### config.mk
export PLATFORM = sky130hd
export DESIGN_NAME = fan_light_remote_sequencer
export DESIGN_NICKNAME = d
export VERILOG_FILES = /design/src/design/flrs_pkg.sv /design/src/design/flrs_front.sv /design/src/design/flrs_queue.sv /design/src/design/flrs_back.sv /design/src/design/fan_light_remote_sequencer.sv
export VERILOG_INCLUDE_DIRS = /design/src /design/src/design
export SDC_FILE = /design/constraint.sdc
export NUM_CORES = 1
export LEC_CHECK = 0
export ABC_AREA = 1
export BUFFER_PORTS_ARGS = -buffer_cell sky130_fd_sc_hd__buf_2
export CAP_MARGIN = 20
export CELL_PAD_IN_SITES_DETAIL_PLACEMENT = 1
export CELL_PAD_IN_SITES_GLOBAL_PLACEMENT = 2
export CORE_UTILIZATION = 40
export CTS_CLUSTER_DIAMETER = 40
export DETAILED_ROUTE_END_ITERATION = 7
export GPL_TIMING_DRIVEN = 0
export HOLD_SLACK_MARGIN = 0.15
export PLACE_DENSITY = 0.81
export SYNTH_ARGS = -nofsm -noshare
export SYNTH_HDL_FRONTEND = slang
export SYNTH_SLANG_ARGS = --single-unit
export TNS_END_PERCENT = 5
### constraint.sdc
create_clock -name clk -period 7.38 [get_ports clk]
set_input_delay 0.369 -clock clk [delete_from_list [all_inputs] [get_ports clk]]
set_output_delay 0.369 -clock clk [all_outputs]
set_load 0.005 [all_outputs]
### src/design/assert_macros.svh
// Assertion macros for the design files; flrs_back includes them.
`ifndef ASSERT_MACROS_SVH
`define ASSERT_MACROS_SVH

// When the condition holds at an edge, the check must hold at the same edge.
`define ASSERT_SAME(label, clk, rst, cond, check) \
  label: assert property (@(posedge clk) disable iff (rst) (cond) |-> (check)) \
    else $error("assertion failed");

// When the condition holds at an edge, the check must hold at the next edge.
`define ASSERT_NEXT(label, clk, rst, cond, check) \
  label: assert property (@(posedge clk) disable iff (rst) (cond) |=> (check)) \
    else $error("assertion failed");

`endif

### src/design/flrs_pkg.sv
package flrs_pkg;

  localparam int CODE_W    = 3;
  localparam int LEVEL_W   = 3;
  localparam int PERCENT_W = 7;
  localparam int STEP_W    = 2;

  localparam logic [1:0] CMD_LIGHT   = 2'd0;
  localparam logic [1:0] CMD_FAN     = 2'd1;
  localparam logic [1:0] CMD_SPEED   = 2'd2;
  localparam logic [1:0] CMD_PERCENT = 2'd3;

  localparam logic [CODE_W-1:0] CODE_NONE      = 3'd0;
  localparam logic [CODE_W-1:0] CODE_LIGHT_ON  = 3'd1;
  localparam logic [CODE_W-1:0] CODE_LIGHT_OFF = 3'd2;
  localparam logic [CODE_W-1:0] CODE_FAN_PLUS  = 3'd3;
  localparam logic [CODE_W-1:0] CODE_FAN_MINUS = 3'd4;
  localparam logic [CODE_W-1:0] CODE_FAN_OFF   = 3'd5;

  localparam logic [LEVEL_W-1:0]   LEVEL_RESET   = 3'd1;
  localparam logic [LEVEL_W-1:0]   LEVEL_MAX     = 3'd4;
  localparam logic [PERCENT_W-1:0] PERCENT_RESET = 7'd25;
  localparam logic [PERCENT_W-1:0] PERCENT_STEP  = 7'd25;
  localparam logic [15:0]          PERCENT_MAX   = 16'd100;
  localparam logic [15:0]          SPEED2_FROM   = 16'd38;
  localparam logic [15:0]          SPEED3_FROM   = 16'd63;
  localparam logic [15:0]          SPEED4_FROM   = 16'd88;

  // One classified command: which code to send, how many extra repeats,
  // and the state to report with every result.
  typedef struct packed {
    logic [CODE_W-1:0]    code;
    logic [STEP_W-1:0]    steps;
    logic                 accepted;
    logic                 light;
    logic                 fan;
    logic [LEVEL_W-1:0]   level;
    logic [PERCENT_W-1:0] percent;
  } plan_t;

endpackage

### src/design/flrs_front.sv
module flrs_front (
  input  logic                 clk,
  input  logic                 rst,
  input  logic                 in_valid,
  output logic                 in_ready,
  input  logic [1:0]           command,
  input  logic [15:0]          value,
  output logic                 push,
  output flrs_pkg::plan_t      plan,
  input  logic                 q_full
);

  logic                              light;
  logic                              fan;
  logic [flrs_pkg::LEVEL_W-1:0]      level;
  logic [flrs_pkg::PERCENT_W-1:0]    percent;

  logic                              drive_en;
  logic                              want_on;
  logic [flrs_pkg::LEVEL_W-1:0]      want_level;
  logic [flrs_pkg::LEVEL_W-1:0]      from_level;
  logic [flrs_pkg::LEVEL_W-1:0]      diff;
  logic [flrs_pkg::LEVEL_W-1:0]      mapped;

  assign in_ready = !q_full;
  assign push     = in_valid && in_ready;

  always_comb begin
    plan.code     = flrs_pkg::CODE_NONE;
    plan.steps    = '0;
    plan.accepted = 1'b1;
    plan.light    = light;
    plan.fan      = fan;
    plan.level    = level;
    plan.percent  = percent;
    drive_en      = 1'b0;
    want_on       = 1'b0;
    want_level    = level;
    from_level    = '0;
    diff          = '0;

    if (value < flrs_pkg::SPEED2_FROM) begin
      mapped = 3'd1;
    end else if (value < flrs_pkg::SPEED3_FROM) begin
      mapped = 3'd2;
    end else if (value < flrs_pkg::SPEED4_FROM) begin
      mapped = 3'd3;
    end else begin
      mapped = flrs_pkg::LEVEL_MAX;
    end

    case (command)
      flrs_pkg::CMD_LIGHT: begin
        if (value > 16'd1) begin
          plan.accepted = 1'b0;
        end else begin
          plan.light = value[0];
          plan.code  = value[0] ? flrs_pkg::CODE_LIGHT_ON : flrs_pkg::CODE_LIGHT_OFF;
        end
      end
      flrs_pkg::CMD_FAN: begin
        if (value > 16'd1) begin
          plan.accepted = 1'b0;
        end else begin
          drive_en   = 1'b1;
          want_on    = value[0];
          want_level = level;
        end
      end
      flrs_pkg::CMD_SPEED: begin
        if (value == 16'd0 || value > 16'({flrs_pkg::LEVEL_MAX})) begin
          plan.accepted = 1'b0;
        end else begin
          plan.percent = 7'(value[flrs_pkg::LEVEL_W-1:0]) * flrs_pkg::PERCENT_STEP;
          drive_en     = 1'b1;
          want_on      = fan;
          want_level   = value[flrs_pkg::LEVEL_W-1:0];
        end
      end
      flrs_pkg::CMD_PERCENT: begin
        if (value == 16'd0 || value > flrs_pkg::PERCENT_MAX) begin
          plan.accepted = 1'b0;
        end else begin
          plan.percent = value[flrs_pkg::PERCENT_W-1:0];
          drive_en     = (level != mapped);
          want_on      = fan;
          want_level   = mapped;
        end
      end
      default: begin
        plan.accepted = 1'b0;
      end
    endcase

    if (plan.accepted && drive_en) begin
      plan.level = want_level;
      if (want_on) begin
        // A fan that was off is taken to start from speed zero.
        from_level = fan ? level : '0;
        plan.fan   = 1'b1;
        if (want_level > from_level) begin
          diff       = want_level - from_level;
          plan.code  = flrs_pkg::CODE_FAN_PLUS;
          plan.steps = flrs_pkg::STEP_W'(diff - 3'd1);
        end else if (want_level < from_level) begin
          diff       = from_level - want_level;
          plan.code  = flrs_pkg::CODE_FAN_MINUS;
          plan.steps = flrs_pkg::STEP_W'(diff - 3'd1);
        end
      end else if (fan) begin
        plan.fan  = 1'b0;
        plan.code = flrs_pkg::CODE_FAN_OFF;
      end
    end
  end

  always_ff @(posedge clk) begin
    if (rst) begin
      light   <= 1'b0;
      fan     <= 1'b0;
      level   <= flrs_pkg::LEVEL_RESET;
      percent <= flrs_pkg::PERCENT_RESET;
    end else if (push) begin
      light   <= plan.light;
      fan     <= plan.fan;
      level   <= plan.level;
      percent <= plan.percent;
    end
  end

endmodule

### src/design/flrs_queue.sv
module flrs_queue #(
  parameter int DEPTH = 2
) (
  input  logic            clk,
  input  logic            rst,
  input  logic            push,
  input  flrs_pkg::plan_t push_plan,
  input  logic            pop,
  output logic            q_valid,
  output logic            q_full,
  output flrs_pkg::plan_t head
);

  localparam int AW = (DEPTH > 1) ? $clog2(DEPTH) : 1;
  localparam int CW = $clog2(DEPTH + 1);

  flrs_pkg::plan_t mem [DEPTH];
  logic [AW-1:0]   wr_ptr;
  logic [AW-1:0]   rd_ptr;
  logic [CW-1:0]   count;

  assign q_valid = (count != '0);
  assign q_full  = (count == CW'(DEPTH));
  assign head    = mem[rd_ptr];

  always_ff @(posedge clk) begin
    if (push) begin
      mem[wr_ptr] <= push_plan;
    end
  end

  always_ff @(posedge clk) begin
    if (rst) begin
      wr_ptr <= '0;
      rd_ptr <= '0;
      count  <= '0;
    end else begin
      if (push) begin
        wr_ptr <= (wr_ptr == AW'(DEPTH - 1)) ? '0 : wr_ptr + AW'(1);
      end
      if (pop) begin
        rd_ptr <= (rd_ptr == AW'(DEPTH - 1)) ? '0 : rd_ptr + AW'(1);
      end
      if (push && !pop) begin
        count <= count + CW'(1);
      end else if (pop && !push) begin
        count <= count - CW'(1);
      end
    end
  end

endmodule

### src/design/flrs_back.sv
`include "assert_macros.svh"

module flrs_back (
  input  logic                               clk,
  input  logic                               rst,
  input  logic                               q_valid,
  input  flrs_pkg::plan_t                    head,
  output logic                               pop,
  output logic                               out_valid,
  input  logic                               out_ready,
  output logic [flrs_pkg::CODE_W-1:0]        remote_code,
  output logic                               last,
  output logic                               accepted,
  output logic                               light_is_on,
  output logic                               fan_is_on,
  output logic [flrs_pkg::LEVEL_W-1:0]       speed_now,
  output logic [flrs_pkg::PERCENT_W-1:0]     percent_now
);

  logic [flrs_pkg::STEP_W-1:0] step;
  logic                        fire;
  logic                        is_last;

  // The output register takes a new item whenever the queue holds one and the register is empty or being drained.
  assign fire    = q_valid && (!out_valid || out_ready);
  assign is_last = (step == head.steps);
  assign pop     = fire && is_last;

  always_ff @(posedge clk) begin
    if (rst) begin
      out_valid <= 1'b0;
      step      <= '0;
    end else begin
      if (fire) begin
        out_valid <= 1'b1;
        step      <= is_last ? '0 : step + flrs_pkg::STEP_W'(1);
      end else if (out_ready) begin
        out_valid <= 1'b0;
      end
    end
  end

  always_ff @(posedge clk) begin
    if (fire) begin
      remote_code <= head.code;
      last        <= is_last;
      accepted    <= head.accepted;
      light_is_on <= head.light;
      fan_is_on   <= head.fan;
      speed_now   <= head.level;
      percent_now <= head.percent;
    end
  end

  `ASSERT_SAME(a_step_bounded, clk, rst, q_valid, step <= head.steps)
  `ASSERT_SAME(a_idle_step_zero, clk, rst, !q_valid, step == '0)
  `ASSERT_NEXT(a_pop_marks_last, clk, rst, pop, out_valid && last)
  `ASSERT_SAME(a_none_single, clk, rst, out_valid && remote_code == flrs_pkg::CODE_NONE, last)
  `ASSERT_SAME(a_reject_none, clk, rst, out_valid && !accepted,
               remote_code == flrs_pkg::CODE_NONE)

endmodule

### src/design/fan_light_remote_sequencer.sv
// Throughput: the back end emits one result per cycle while out_ready allows,
// one to four per command; the front takes a command per cycle while the
// command queue (QUEUE_DEPTH entries) has room.
// Reset (synchronous, active high): light off, fan off, speed 1, 25 percent,
// command queue and output register emptied.
module fan_light_remote_sequencer #(
  parameter int QUEUE_DEPTH = 2
) (
  input  logic                               clk,
  input  logic                               rst,
  input  logic                               in_valid,
  output logic                               in_ready,
  input  logic [1:0]                         command,
  input  logic [15:0]                        value,
  output logic                               out_valid,
  input  logic                               out_ready,
  output logic [flrs_pkg::CODE_W-1:0]        remote_code,
  output logic                               last,
  output logic                               accepted,
  output logic                               light_is_on,
  output logic                               fan_is_on,
  output logic [flrs_pkg::LEVEL_W-1:0]       speed_now,
  output logic [flrs_pkg::PERCENT_W-1:0]     percent_now
);

  logic            push;
  logic            pop;
  logic            q_valid;
  logic            q_full;
  flrs_pkg::plan_t plan;
  flrs_pkg::plan_t head;

  flrs_front u_front (
    .clk      (clk),
    .rst      (rst),
    .in_valid (in_valid),
    .in_ready (in_ready),
    .command  (command),
    .value    (value),
    .push     (push),
    .plan     (plan),
    .q_full   (q_full)
  );

  flrs_queue #(
    .DEPTH (QUEUE_DEPTH)
  ) u_queue (
    .clk       (clk),
    .rst       (rst),
    .push      (push),
    .push_plan (plan),
    .pop       (pop),
    .q_valid   (q_valid),
    .q_full    (q_full),
    .head      (head)
  );

  flrs_back u_back (
    .clk         (clk),
    .rst         (rst),
    .q_valid     (q_valid),
    .head        (head),
    .pop         (pop),
    .out_valid   (out_valid),
    .out_ready   (out_ready),
    .remote_code (remote_code),
    .last        (last),
    .accepted    (accepted),
    .light_is_on (light_is_on),
    .fan_is_on   (fan_is_on),
    .speed_now   (speed_now),
    .percent_now (percent_now)
  );

endmodule

==> reports/qor.yml, run 1 <==
rsz0062_at_grt: "no"
crit_type: "in2reg"
cts_buffers: 9
antenna_cells: 0
layout_min_cycle_time_ns: 3.128
detailedRoute.firstIterationViolations: 111
grt.met2_usage: 0.3299
yosys.area.top_type: "edfxtp_1"
finalCritPeriodShare: 0.4239
cts_tree: "built"
synthDominantCellAreaShare: 0.4266
clock-sinks: 73
vias: 2758
nNetsFinal: 465
slew_headroom: 0.3626
yosysUniqueCellTypes: 38
antenna_found_initial: 0
area_growth_syn_to_layout_pct: 15.43
fmax_ghz: 0.3197
worstPathArrival_ns: 3.29
cts_resized: 0
die_w_um: 98.58
postRouteAntennaNets: 0
yosys_most_used_dff: "edfxtp_1"
cp.required_ns: 7.55
syn_nets: 412
clkTransAtPathRegs_ns: 0.09
seq_area_frac_synth: 0.5339
grt_pass1_vias: 2819
holdCritPathClass: "in2reg"
synth_most_common_cell: "nand2_1"
synth_async_sr_flop_share: 0
maxCapViolCount: 0
synth_edf_count: 53
die-area_mm2: 0.009718
busiest_layer: "met2"
clkLatencyLatePin_ns: 0.34
tightest_slew_ns: 0.9550
endpoint_kind: "flip-flop"
slowest_delay_ns: 0.33
finalClockSkew_ns: 0.01387
cts_max_level: 3
instances_no_fill: 546
grt.met1_usage: 0.2457
drtPass1Iterations: 4
cellLeakagePower_nw: 1.884
ys_warn_count: 0
avgRoutedWirePerCell_um: 15.44
hold_buffers: 0
cts_setup_buffers: 0
cts_buffer_depth: 2
syn-instance-count: 380
drv_slew: 0
num_rows: 34
route.detailed.drc: 0
setup_viol: 0
synth.ff_latch_count: 73
drive_gt1_frac: 0.2808
start_util: 0.4196
grt_remaining_overflow: 0
use_met3: 0.01986
crit_chain: "buf_2 > inv_1 > ha_1 > clkbuf_2 > o21a_1 > nand4_1 > inv_2 > a21oi_1 > o22ai_1 > o211ai_1 > inv_1 > ha_1 > nand3_1 > a21boi_0 > a21oi_1 > nor2_1"
tns_ns: 0
p_per_area_mw_per_mm2: 313.4
place.gp.congestion: 0.8200
grt_first_pass_wirelength_um: 14100
drt-total-wl_um: 8432
grt_use_total: 0.1895
avgSynthCellArea_um2: 9.819
viasPerCell: 5.051
crit_path_max_fanout: 8
fp.dieH_um: 98.58
ir_drop_mv: 0.1086
portBuffers: 40
synth_area_mm2: 0.003731
core_area_mm2: 0.008891
dp.cells: 530
yosys-top-cells-area: "edfxtp_1 (43%), dfxtp_1 (11%), nand2_1 (6.4%)"
yosys-top-cells-count: "nand2_1 (64), edfxtp_1 (53), inv_1 (48)"
io_pins: 41
outcome: "complete, no violations"
root_buffer: "clkbuf_8"
dp_hpwl_um: 6571
crit_slowest_cell: "ha_1"
start_kind: "input port"
grt_max_degree: 19
hold_viol_final: 0
metrics by stage:
stage               power, mW  area (µm²)  hold WS (ns)    util  setup slack [ns]
detailed placement      1.049        4105        0.4716  0.4617             3.934
floorplan              0.8887        3731        0.4413       -             4.786
global route            1.438        4307        0.3655  0.4844             4.037
finish                  1.350        4307        0.3360  0.4844             4.252
global placement        1.013        4066        0.4708  0.4574             4.064
CTS                     1.372        4307        0.3200  0.4844             4.255
worst max-delay path, delay by kind of cell:
family	cells	cell delay, ns
AOI/OAI and AO/OA	6	1.28
buffers and inverters	5	0.61
and+or+nand+nor	3	0.50
adders and majority gates	2	0.53
cell type report:
| cell class | instances | area (µm²) |
|---|---|---|
| plain buffers | 7 | 46.29 |
| clock inverters | 7 | 77.57 |
| fillers | 1026 | 4584 |
| inverters | 53 | 198.9 |
| repair buffers | 42 | 230.2 |
| well taps | 108 | 135.1 |
| flip-flops and latches | 73 | 1992 |
| clock buffers | 9 | 123.9 |
| multi-input cells | 247 | 1503 |
kinds of logic after synthesis:
| group | after synthesis | share of synthesized area |
|---|---|---|
| compound gates | 55 | 0.08820 |
| xor+xnor | 7 | 0.01643 |
| fa+ha+maj | 10 | 0.03353 |
| buf+inv | 60 | 0.06573 |
| flops | 73 | 0.5339 |
| mux | 18 | 0.05399 |
| simple gates | 157 | 0.2083 |
state kept, by name, summed over array words and instances, names as in the netlist, named ones only:
name	count
u_queue.count	2
u_front.level	3
u_back.percent_now	7
u_queue.rd_ptr	1
u_front.fan	1
u_back.accepted	1
u_queue.wr_ptr	1
u_back.step	2
u_back.last	1
u_back.speed_now	3
u_front.percent	7
u_back.remote_code	3
u_back.light_is_on	1
u_front.light	1
u_back.fan_is_on	1
u_back.out_valid	1
u_queue.mem	36
cells in the final DEF (no fill, tap or decap), types with 11 or more instances in the layout:
master     n
inv_1     48
mux2_2    17
nand3_1   18
nor2_2    11
a21oi_1   16
nand2_2   12
edfxtp_1  53
buf_2     40
nor2_1    33
nand2_1   64
dfxtp_1   20
o21ai_0   13
where the power goes:
part           switching, mW  internal, mW
Clock                  0.157         0.159
Combinational          0.239         0.170
Sequential            0.0381         0.586
Total                  0.435         0.915
worst paths after layout:
| kind | cells past startpoint | from | endpoint | slack (ns) |
|---|---|---|---|---|
| worst max register to register | 10 | u_front.level[1]$_SDFFE_PP0P_ | u_queue.mem[0][17]$_DFFE_PP_ | 4.93 |
| worst min-delay path | 4 | out_ready | u_back.out_valid$_SDFFE_PP0P_ | 0.34 |
| worst min register to register | 2 | u_front.percent[4]$_SDFFE_PP1P_ | u_front.percent[4]$_SDFFE_PP1P_ | 0.50 |
| worst max-delay path | 16 | value[0] | u_queue.mem[1][14]$_DFFE_PP_ | 4.25 |
per-layer routing:
metal	wire, µm	up-vias
li1	-	1387
met1	3990	1313
met2	4098	49
met3	203	9
met4	138	0
met5	0	-
No activity file was read; power rests on OpenSTA's default activity.
==> inputs of run 2 (changes only) <==
Settings changed: CORE_UTILIZATION 40 to 37, PLACE_DENSITY 0.81 to 0.76.
Clock period 7.38 ns to 3.3 ns, I/O delays scaled along.
==> run 2 against run 1 <==
First-iteration DRC count down 33%. Core utilization down 3.9 points. Largest cell class unchanged. Total power up 130%. Die area up 7.9%. Sequential share of layout area down 0.48 points. Clock power up 130%. Cell count up 4.8%. Sequential power up 120%. Non-clock buffer count up 1. Critical path type unchanged. Combinational power up 120%. Clock skew down 0.0037 ns. Setup slack worse by 3.9 ns.
==> reports/qor.yml, run 2 (synthesis results as in run 1) <==
clkLatencyLatePin_ns: 0.34  # about the same
cp.required_ns: 3.47  # was 7.55 ns
detailedRoute.firstIterationViolations: 74  # was 111
drt-total-wl_um: 8552  # was 8432 µm
fill_cells: 1165  # was 1,026
io_pins: 41  # unchanged
cts_max_level: 3  # unchanged
grt_pass1_vias: 2958  # was 2,819
holdPathStages: 4  # unchanged
tightest_slew_ns: 0.9392  # was 0.9550 ns
drtPass1Iterations: 4  # unchanged
drive_gt1_frac: 0.2756  # was 0.2808
finalClockSkew_ns: 0.01013  # was 0.01387 ns
dp_hpwl_um: 6646  # was 6571 µm
crit_path_max_fanout: 8  # unchanged
pwr-share-clk: 0.242  # was 0.234
area_growth_syn_to_layout_pct: 16.63  # was 15.43%
avgRoutedWirePerCell_um: 14.95  # was 15.44 µm
cts_buffers: 9  # unchanged
p_comb_frac: 0.301  # was 0.303
endpoint_kind: "flip-flop"  # unchanged
rsz0062_at_grt: "no"  # unchanged
place.gp.congestion: 0.8335  # was 0.8200
grt_max_degree: 19  # unchanged
root_buffer: "clkbuf_8"  # unchanged
p_per_area_mw_per_mm2: 702.1  # was 313.4 mW/mm²
holdCritPathClass: "in2reg"  # unchanged
slew_headroom: 0.3732  # was 0.3626
largest_reg_flops: 36  # unchanged
layout_min_cycle_time_ns: 2.937
slowest_delay_ns: 0.33  # about the same
r2r_slack_ns: 0.93  # was 4.93 ns
fp.dieH_um: 102.4  # was 98.58 µm
antenna_found_initial: 0  # unchanged
nNetsFinal: 466  # was 465
grt_remaining_overflow: 0  # unchanged
drv_slew: 0  # unchanged
setup_viol: 0  # unchanged
worstPathArrival_ns: 3.11  # was 3.29 ns
outcome: "complete, no violations"  # unchanged
hold_viol_final: 0  # unchanged
power_switching_share: 0.3073  # was 0.3221
crit_type: "in2reg"  # unchanged
cellLeakagePower_nw: 1.891  # was 1.884 nW
num_rows: 36  # was 34
r2r-start: "u_front.level[0]$_SDFFE_PP1P_"  # was u_front.level[1]$_SDFFE_PP0P_
finalCritPeriodShare: 0.8900
holdPathEnd: "u_front.percent[6]$_SDFFE_PP0P_"  # was u_back.out_valid$_SDFFE_PP0P_
antenna_cells: 0  # unchanged
cts_buffer_depth: 2  # unchanged
largestRegisters: "u_queue.mem: 36 flops, u_back.percent_now: 7 flops, u_front.percent: 7 flops"  # unchanged
r2r_end: "u_queue.mem[1][14]$_DFFE_PP_"  # was u_queue.mem[0][17]$_DFFE_PP_
r2r_cells: 10  # unchanged
portBuffers: 40  # unchanged
p_int_mw: 2.116  # was 914.9 µW
power_mw: 3.055  # was 1.350 mW
start_util: 0.3817  # was 0.4196
start_kind: "input port"  # unchanged
p_seq_frac: 0.457  # was 0.463
layout_common_cells: "nand2_1 (64), edfxtp_1 (53), inv_1 (48)"  # unchanged
final_common_cell: "nand2_1"  # unchanged
die-area_mm2: 0.01049  # was 0.009718 mm²
hold_slack_ns: 0.1776  # was 0.3360 ns
viasPerCell: 4.878  # was 5.051
clkTransAtPathRegs_ns: 0.08  # was 0.09 ns
cp.buffers_inverters: 5  # unchanged
min_from: "rst"  # was out_ready
fmax_ghz: 0.3405
die_w_um: 102.4  # was 98.58 µm
path_delay_family: "compound AO/OA/AOI/OAI gates"  # unchanged
maxCapViolCount: 0  # unchanged
dp.cells: 555  # was 530
crit_chain: "buf_2 > inv_1 > ha_1 > clkbuf_2 > o21a_1 > nand4_1 > inv_2 > a21oi_2 > o22ai_1 > o211ai_1 > inv_1 > ha_1 > nand3_1 > a21boi_0 > a21oi_1 > nor2_1"  # was buf_2 > inv_1 > ha_1 > clkbuf_2 > o21a_1 > nand4_1 > inv_2 > a21oi_1 > o22ai_1 > o211ai_1 > inv_1 > ha_1 > nand3_1 > a21boi_0 > a21oi_1 > nor2_1
fin_util: 0.4452  # was 0.4844
regMostFlops: "u_queue.mem"  # unchanged
grt_first_pass_wirelength_um: 14480  # was 14,100 µm
power_switching_uw: 938.9  # was 434.7 µW
instances_no_fill: 572  # was 546
crit_slowest_cell: "ha_1"  # unchanged
dpl_worst_slack_ns: -0.08891  # was 3.934 ns
clock-sinks: 73  # unchanged
setup_ws_ns: 0.3631  # was 4.252 ns
vias: 2790  # was 2,758
cts_tree: "built"  # unchanged
ir_drop_mv: 0.2909  # was 0.1086 mV
core_area_mm2: 0.009774  # was 0.008891 mm²
postRouteAntennaNets: 0  # unchanged
grt_use_total: 0.1847  # was 0.1895
route.detailed.drc: 0  # unchanged
cts_setup_buffers: 0  # unchanged
## run 2: through the flow
stage,instance area [µm²],setup TNS (ns)
after floorplan,3731,0
after global placement,4098,-0.1043
after detailed placement,4133,-0.1778
after CTS,4348,0
after global routing,4352,0
final,4352,0
## run 2: layout make-up
cell class | instances | area (µm²) | share of cell area
inverters | 53 | 198.9 | 0.04572
well taps | 133 | 166.4 | 0.03824
repair buffers | 43 | 236.5 | 0.05434
multi-input cells | 247 | 1506 | 0.3462
clock inverters | 4 | 70.07 | 0.01610
flip-flops and latches | 73 | 1992 | 0.4577
clock buffers | 12 | 135.1 | 0.03105
plain buffers | 7 | 46.29 | 0.01064
## run 2: tightest hold or removal path, delay by kind of cell
family | cells | cell delay [ns]
buffers and inverters | 2 | 0.20
AO/OA/AOI/OAI | 2 | 0.11
## run 2: power groups by stage
stage	clock (mW)	combinational, mW	sequential, mW
2_1_floorplan	0	0.567	1.42
3_3_place_gp	0	0.856	1.41
3_5_place_dp	0	0.930	1.42
4_1_cts	0.754	0.937	1.40
5_1_grt	0.797	1.05	1.42
6_report	0.739	0.920	1.40
## run 2: timing repair
| item | CTS | global route |
|---|---|---|
| hold buffers | 1 | 0 |
| gates resized for setup | 0 | 1 |
| setup endpoints to repair | 0 | 2 |
| hold endpoints to repair | 1 | 0 |
## run 2: worst max-delay path by stage
stage / start / cells after the start / slack (ns) / end
global route: value[0] / 16 / 0.11 / u_queue.mem[1][14]$_DFFE_PP_
detailed placement: value[0] / 16 / -0.09 / u_queue.mem[1][14]$_DFFE_PP_
global placement: value[0] / 16 / -0.05 / u_queue.mem[1][14]$_DFFE_PP_
CTS: value[0] / 16 / 0.26 / u_queue.mem[1][14]$_DFFE_PP_
floorplan: u_queue.count[0]$_SDFFE_PP0P_ / 8 / 0.83 / u_queue.count[1]$_SDFFE_PP0P_
finish: value[0] / 16 / 0.36 / u_queue.mem[1][14]$_DFFE_PP_
## run 2: per-layer routing
layer  GRT usage  vias up  wire, µm
met5           0        -         0
met4     0.06923        0       143
met3     0.02736       13       195
met2      0.3154       48      4108
met1      0.2360     1342      4105
li1            -     1387         -
